`config.mk`:
```
export PLATFORM = sky130hd
export DESIGN_NAME = psfs_ctrl
export DESIGN_NICKNAME = d
export VERILOG_FILES = /design/src/hdl/psfs_pkg.sv /design/src/hdl/psfs_ctrl.sv
export SDC_FILE = /design/constraint.sdc
export NUM_CORES = 1
export LEC_CHECK = 0
export ABC_AREA = 1
export ABC_CLOCK_PERIOD_IN_PS = 1900
export BUFFER_PORTS_ARGS = -buffer_cell sky130_fd_sc_hd__buf_2
export CAP_MARGIN = 25
export CORE_MARGIN = 3
export CORE_UTILIZATION = 25
export DETAILED_ROUTE_END_ITERATION = 10
export HOLD_SLACK_MARGIN = 0.02
export RECOVER_POWER = 25
export SLEW_MARGIN = 10
export SYNTH_ARGS = -nofsm -noshare
export SYNTH_HDL_FRONTEND = slang
export SYNTH_SLANG_ARGS = --single-unit
```
`constraint.sdc`:
```
create_clock -name clk -period 1.9 [get_ports clk]
set_input_delay 0.57 -clock clk [delete_from_list [all_inputs] [get_ports clk]]
set_output_delay 0.57 -clock clk [all_outputs]
set_load 0.05 [all_outputs]
```
`src/hdl/psfs_pkg.sv`:
```
// Shared constants, codes and control structures of the sound-effect sequencer.
package psfs_pkg;

    localparam int TRACKS_DEF   = 4;
    localparam int SOUNDS_DEF   = 32;
    localparam int STEPS_DEF    = 256;
    localparam int CHANNELS_DEF = 2;

    localparam int ACTION_W   = 3;
    localparam int IN_DATA_W  = 48;
    localparam int OUT_DATA_W = 16;
    localparam int STEP_W     = 23;
    localparam int SOUND_W    = 16;

    localparam logic [ACTION_W-1:0] ACT_LOAD_STEP  = 3'd0;
    localparam logic [ACTION_W-1:0] ACT_LOAD_SOUND = 3'd1;
    localparam logic [ACTION_W-1:0] ACT_ADD        = 3'd2;
    localparam logic [ACTION_W-1:0] ACT_KILL       = 3'd3;
    localparam logic [ACTION_W-1:0] ACT_KILL_REP   = 3'd4;
    localparam logic [ACTION_W-1:0] ACT_TICK       = 3'd5;

    localparam logic [1:0] KIND_STOP = 2'd1;
    localparam logic [1:0] KIND_LOOP = 2'd2;

    typedef struct packed {
        logic cap_item;
        logic wr_step;
        logic wr_sound;
        logic kill;
        logic kill_rep;
        logic sound_rd;
        logic add_cap;
        logic scan_rst;
        logic scan_inc;
        logic add_eval;
        logic add_rd_step;
        logic add_commit;
        logic clr_claim;
        logic tick_chk;
        logic tick_kind;
        logic tick_loop_fin;
        logic ch_start;
        logic ch_zero;
        logic ch_rd;
        logic ch_ev;
        logic ch_out;
        logic ch_next;
    } psfs_cmd_t;

    typedef struct packed {
        logic [ACTION_W-1:0] action;
        logic                cur_busy;
        logic                cur_claimed;
        logic                delay_zero;
        logic                kind_loop;
        logic                last_track;
        logic                add_go;
        logic                last_chan;
        logic                out_taken;
    } psfs_stat_t;

endpackage

```
`src/hdl/psfs_ctrl.sv`:
```
// Controller state machine that sequences loads, adds, kills and ticks.
module psfs_ctrl
    import psfs_pkg::*;
(
    input  logic       clk,
    input  logic       rst_n,
    input  logic       in_fire,
    input  psfs_stat_t stat,
    output logic       in_ready,
    output psfs_cmd_t  cmd
);

    typedef enum logic [13:0] {
        S_IDLE   = 14'b00000000000001,
        S_DISP   = 14'b00000000000010,
        S_A_CAP  = 14'b00000000000100,
        S_A_SCAN = 14'b00000000001000,
        S_A_DEC  = 14'b00000000010000,
        S_A_STEP = 14'b00000000100000,
        S_A_FIN  = 14'b00000001000000,
        S_T_CHK  = 14'b00000010000000,
        S_T_KIND = 14'b00000100000000,
        S_T_LOOP = 14'b00001000000000,
        S_C_SCAN = 14'b00010000000000,
        S_C_EV   = 14'b00100000000000,
        S_C_OUT  = 14'b01000000000000,
        S_C_WAIT = 14'b10000000000000
    } state_t;

    state_t state_reg, state_next;

    assign in_ready = (state_reg == S_IDLE);

    always_ff @(posedge clk or negedge rst_n)
    begin
        if (!rst_n)
        begin
            state_reg <= S_IDLE;
        end
        else
        begin
            state_reg <= state_next;
        end
    end

    always_comb
    begin
        cmd          = '0;
        cmd.cap_item = in_fire;
        state_next   = state_reg;
        unique case (state_reg)
            S_IDLE:
            begin
                if (in_fire)
                begin
                    state_next = S_DISP;
                end
            end
            S_DISP:
            begin
                unique case (stat.action)
                    ACT_LOAD_STEP:
                    begin
                        cmd.wr_step = 1'b1;
                        state_next  = S_IDLE;
                    end
                    ACT_LOAD_SOUND:
                    begin
                        cmd.wr_sound = 1'b1;
                        state_next   = S_IDLE;
                    end
                    ACT_ADD:
                    begin
                        cmd.sound_rd = 1'b1;
                        state_next   = S_A_CAP;
                    end
                    ACT_KILL:
                    begin
                        cmd.kill   = 1'b1;
                        state_next = S_IDLE;
                    end
                    ACT_KILL_REP:
                    begin
                        cmd.kill_rep = 1'b1;
                        state_next   = S_IDLE;
                    end
                    ACT_TICK:
                    begin
                        cmd.clr_claim = 1'b1;
                        cmd.scan_rst  = 1'b1;
                        state_next    = S_T_CHK;
                    end
                    default:
                    begin
                        state_next = S_IDLE;
                    end
                endcase
            end
            S_A_CAP:
            begin
                cmd.add_cap  = 1'b1;
                cmd.scan_rst = 1'b1;
                state_next   = S_A_SCAN;
            end
            S_A_SCAN:
            begin
                cmd.add_eval = 1'b1;
                if (!stat.cur_busy)
                begin
                    state_next = S_A_STEP;
                end
                else if (stat.last_track)
                begin
                    state_next = S_A_DEC;
                end
                else
                begin
                    cmd.scan_inc = 1'b1;
                end
            end
            S_A_DEC:
            begin
                state_next = stat.add_go ? S_A_STEP : S_IDLE;
            end
            S_A_STEP:
            begin
                cmd.add_rd_step = 1'b1;
                state_next      = S_A_FIN;
            end
            S_A_FIN:
            begin
                cmd.add_commit = 1'b1;
                state_next     = S_IDLE;
            end
            S_T_CHK, S_T_KIND, S_T_LOOP:
            begin
                cmd.tick_chk      = (state_reg == S_T_CHK);
                cmd.tick_kind     = (state_reg == S_T_KIND);
                cmd.tick_loop_fin = (state_reg == S_T_LOOP);
                if (state_reg == S_T_CHK && stat.cur_busy && stat.delay_zero)
                begin
                    state_next = S_T_KIND;
                end
                else if (state_reg == S_T_KIND && stat.kind_loop)
                begin
                    state_next = S_T_LOOP;
                end
                else if (stat.last_track)
                begin
                    cmd.ch_start = 1'b1;
                    cmd.ch_zero  = 1'b1;
                    state_next   = S_C_SCAN;
                end
                else
                begin
                    cmd.scan_inc = 1'b1;
                    state_next   = S_T_CHK;
                end
            end
            S_C_SCAN:
            begin
                if (stat.cur_busy && !stat.cur_claimed)
                begin
                    cmd.ch_rd  = 1'b1;
                    state_next = S_C_EV;
                end
                else if (stat.last_track)
                begin
                    state_next = S_C_OUT;
                end
                else
                begin
                    cmd.scan_inc = 1'b1;
                end
            end
            S_C_EV:
            begin
                cmd.ch_ev = 1'b1;
                if (stat.last_track)
                begin
                    state_next = S_C_OUT;
                end
                else
                begin
                    cmd.scan_inc = 1'b1;
                    state_next   = S_C_SCAN;
                end
            end
            S_C_OUT:
            begin
                cmd.ch_out = 1'b1;
                state_next = S_C_WAIT;
            end
            S_C_WAIT:
            begin
                if (stat.out_taken)
                begin
                    if (stat.last_chan)
                    begin
                        state_next = S_IDLE;
                    end
                    else
                    begin
                        cmd.ch_next  = 1'b1;
                        cmd.ch_start = 1'b1;
                        state_next   = S_C_SCAN;
                    end
                end
            end
            default:
            begin
                state_next = S_IDLE;
            end
        endcase
    end

endmodule

```
==> results by group <==
Floorplan
  • Die span in y: 73.6 µm
  • Core area: 4200 µm²
  • # IOs: 37
  • Initial core utilization: 27.2%
  • FP Rows: 23
  • Die Wd: 73.6 µm
  • Die ar.: 5410 µm²

Cells and area
  • Final non-filler cell total: 338
  • Area of the multi-input gates: 1010 µm²
  • Share of post-route cells with drive strength above 1: 66.7%
  • Max FFs per register: 14
  • Final Cell Area: 2660 µm²
  • Ant. Diodes: 0
  • Final Net Count: 303
  • FF/Latch Area: 352 µm²
  • Layout area overhead: 133%
  • Final Core Density: 63.2%
  • Fillers: 316

Route
  • Routed Antenna Nets: 0
  • Routed wire length: 4.61 mm
  • DR WL/cell: 13.6 µm
  • TritonRoute pass-1 iters: 4
  • Via count: 1558
  • Via density per instance: 4.61
  • DRC viols: 0
  • Initial DRC count: 71

Power and ir drop
  • Logic pwr share: 64.1%
  • Overall Power: 0.00173 W
  • Switching share of power: 44.0%
  • Int Pwr: 0.000972 W
  • Pwr Density: 653 nW/µm²
  • Clk pwr share: 15.5%
  • Sequential power share: 20.5%
  • Switching power: 0.000762 W
  • VDD IR-drop max: 687 µV
  • Leak: 1.33 nW

Placement
  • Placed insts: 313
  • Hpwl dp: 3.08 mm
  • Placer congestion estimate: 0.817
  • I/O Buffers: 36
  • Area after DPL: 1990 µm²

Worst setup path
  • WP data required: 1.33 ns
  • CP peak stage delay: 0.41 ns
  • CP Cell Sequence: nor2_4 > nand2_4 > nor2_1 > nand2_2 > nand3_2 > nand3b_1 > clkinvlp_4 > buf_6
  • Crit path kind: reg2out
  • CP startpoint kind: register
  • Arrival @ worst endpoint: 1.85 ns
  • Crit. End Element: output port
  • Worst path slowest cell: dfrtp_1
  • Worst Path Max Fanout: 3

Synthesis
  • Mapped cell area: 1140 µm²
  • Distinct cell type count after synthesis: 24
  • Sequential share of the synthesized area: 30.8%
  • Yosys Warn Count: 0
  • Synth Register Bits: 14
  • Post-Synthesis Cells: 174
  • Syn_nets: 188
  • Synthesized area per cell: 6.56 µm²

Global routing
  • Initial antenna violation count: 0
  • Total GRT Usage: 16.7%
  • Global-route wire length before repair: 7.00 mm
  • Vias in the first global route: 1489
  • GR Overflow Total: 0
  • Largest net degree at the start of global routing: 15

Timing
  • Hold Fails Final Rpt: 0
  • Slew Limit Fails: 0
  • RSZ-0062 raised after global routing: true
  • Max Freq: 414 MHz
  • Setup slack after layout: -0.516 ns
  • Worst clock skew: 0.00964 ns
  • # setup viols final: 23
  • Slew HR: 45.2%
  • Tightest Pin Transition: 0.822 ns
  • Final worst-path cycle share: 127%
  • Fin crit period: 2.42 ns

Clock network
  • Total CTS buffers: 3
  • Clock transition at the registers of the reported paths: 0.07 ns
  • H-tree levels: 1
  • Hold buffers post-CTS: 0
  • Worst-Skew Late Latency: 0.26 ns
  • Root Driver: clkbuf_8
  • CTS Buffer Depth: 2
  • # clock sinks: 14
  • CTS tree: built

Hold path
  • Hold crit path type: in2async

Outcome
  • Status: finished with violations
  • Violated checks: setup timing

Run
  • Max Cap Viol: 0
-- layout make-up --
type | instances | area share, %
Clock buffer | 4 | 1.70
Inverter | 39 | 6.69
Multi-Input combinational cell | 119 | 38.0
Sequential cell | 14 | 13.2
Tap cell | 50 | 2.36
Timing Repair Buffer | 112 | 38.0
-- final timing paths --
path | from | to | slack (ns) | cells past startpoint
worst max-delay path | state_reg[11] | cmd[4] | -0.52 | 8
worst min-delay path | rst_n | state_reg[9] | 0.38 | 1
worst max register to register | state_reg[11] | state_reg[0] | -0.01 | 13
worst min register to register | state_reg[10] | state_reg[10] | 0.68 | 3
max in group asynchronous | rst_n | state_reg[1] | 1.00 | 1
min in group clk | stat[2] | state_reg[5] | 0.62 | 3
-- layout by cell type, fill, tap and decap left out, drive strengths merged --
cell type / count
a21oi: 1
nor2: 33
nand4: 3
buf: 111
nand3: 20
dfrtp: 13
nor3: 4
o21ai: 8
nor4: 5
clkinvlp: 3
clkbuf: 5
nand3b: 1
clkinv: 2
inv: 34
dfstp: 1
nand2: 44
-- metal layers --
metal	part of all wire, %	up-vias	track usage, %
met5	0	-	0
met1	39	721	21.7
met2	51	56	27.0
li1	-	767	-
met3	5.8	14	2.05
met4	3.6	0	8.65
-- cell families (layout without fill, tap and decap cells) --
| group | count (synthesis) | in the layout | synth area share (%) |
|---|---|---|---|
| and+or+nand+nor | 110 | 110 | 49.8 |
| buffers and inverters | 41 | 155 | 14.5 |
| DFF | 14 | 14 | 30.8 |
| AOI/OAI and AO/OA | 9 | 9 | 4.93 |
-- stage by stage --
stage | setup TNS (ns) | hold slack (ns) | worst slack, ns
6_report | -7.94 | 0.376 | -0.516
5_1_grt | -9.66 | 0.448 | -0.597
4_1_cts | -6.79 | 0.219 | -0.496
3_3_place_gp | -2.25 | 0.494 | -0.264
3_5_place_dp | -2.52 | 0.494 | -0.327
2_1_floorplan | -1.58 | 0.274 | -0.246
-- cells in the mapped netlist --
cell type | count | area share [%]
nor2_2 | 5 | 2.7
nand3b_1 | 1 | 0.66
nor2_4 | 4 | 3.9
o21ai_2 | 2 | 1.5
nor3_1 | 4 | 1.8
nand2_2 | 5 | 2.7
nor2_1 | 23 | 7.6
nand4_1 | 3 | 1.6
a21oi_2 | 1 | 0.77
dfrtp_1 | 13 | 29
buf_4 | 1 | 0.66
buf_6 | 1 | 0.99
nand2_4 | 2 | 2.0
dfstp_2 | 1 | 2.3
o21ai_1 | 1 | 0.44
clkinv_1 | 2 | 0.66
nand2_1 | 37 | 12
inv_2 | 1 | 0.33
nand3_1 | 17 | 7.5
inv_1 | 36 | 12
nor4_1 | 5 | 2.7
o21ai_0 | 5 | 2.2
nand3_2 | 3 | 2.6
nor2_8 | 1 | 1.8
-- power groups by stage --
| stage | sequential, W | clock [W] | combinational [W] |
|---|---|---|---|
| after CTS | 0.000355 | 0.000272 | 0.00101 |
| after global placement | 0.000351 | 0 | 0.000778 |
| after detailed placement | 0.000352 | 0 | 0.000777 |
| after global routing | 0.000358 | 0.000283 | 0.00119 |
| final | 0.000355 | 0.000268 | 0.00111 |
| after floorplan | 0.000359 | 0 | 0.000480 |
-- what timing repair did --
action                                  CTS  global route
gates resized for setup                  92            34
cloned                                    0             0
endpoints found under the setup margin   22            26
pin swaps                                16            16
buffers inserted                         11            14
-- worst max-delay path: cells and delay by family, from the launching register on --
kind,cells,cell delay (ns)
buffers and inverters,2,0.30
DFF,1,0.41
and+or+nand+nor,6,0.88
Note: power is estimated with default switching activity, not from simulation.
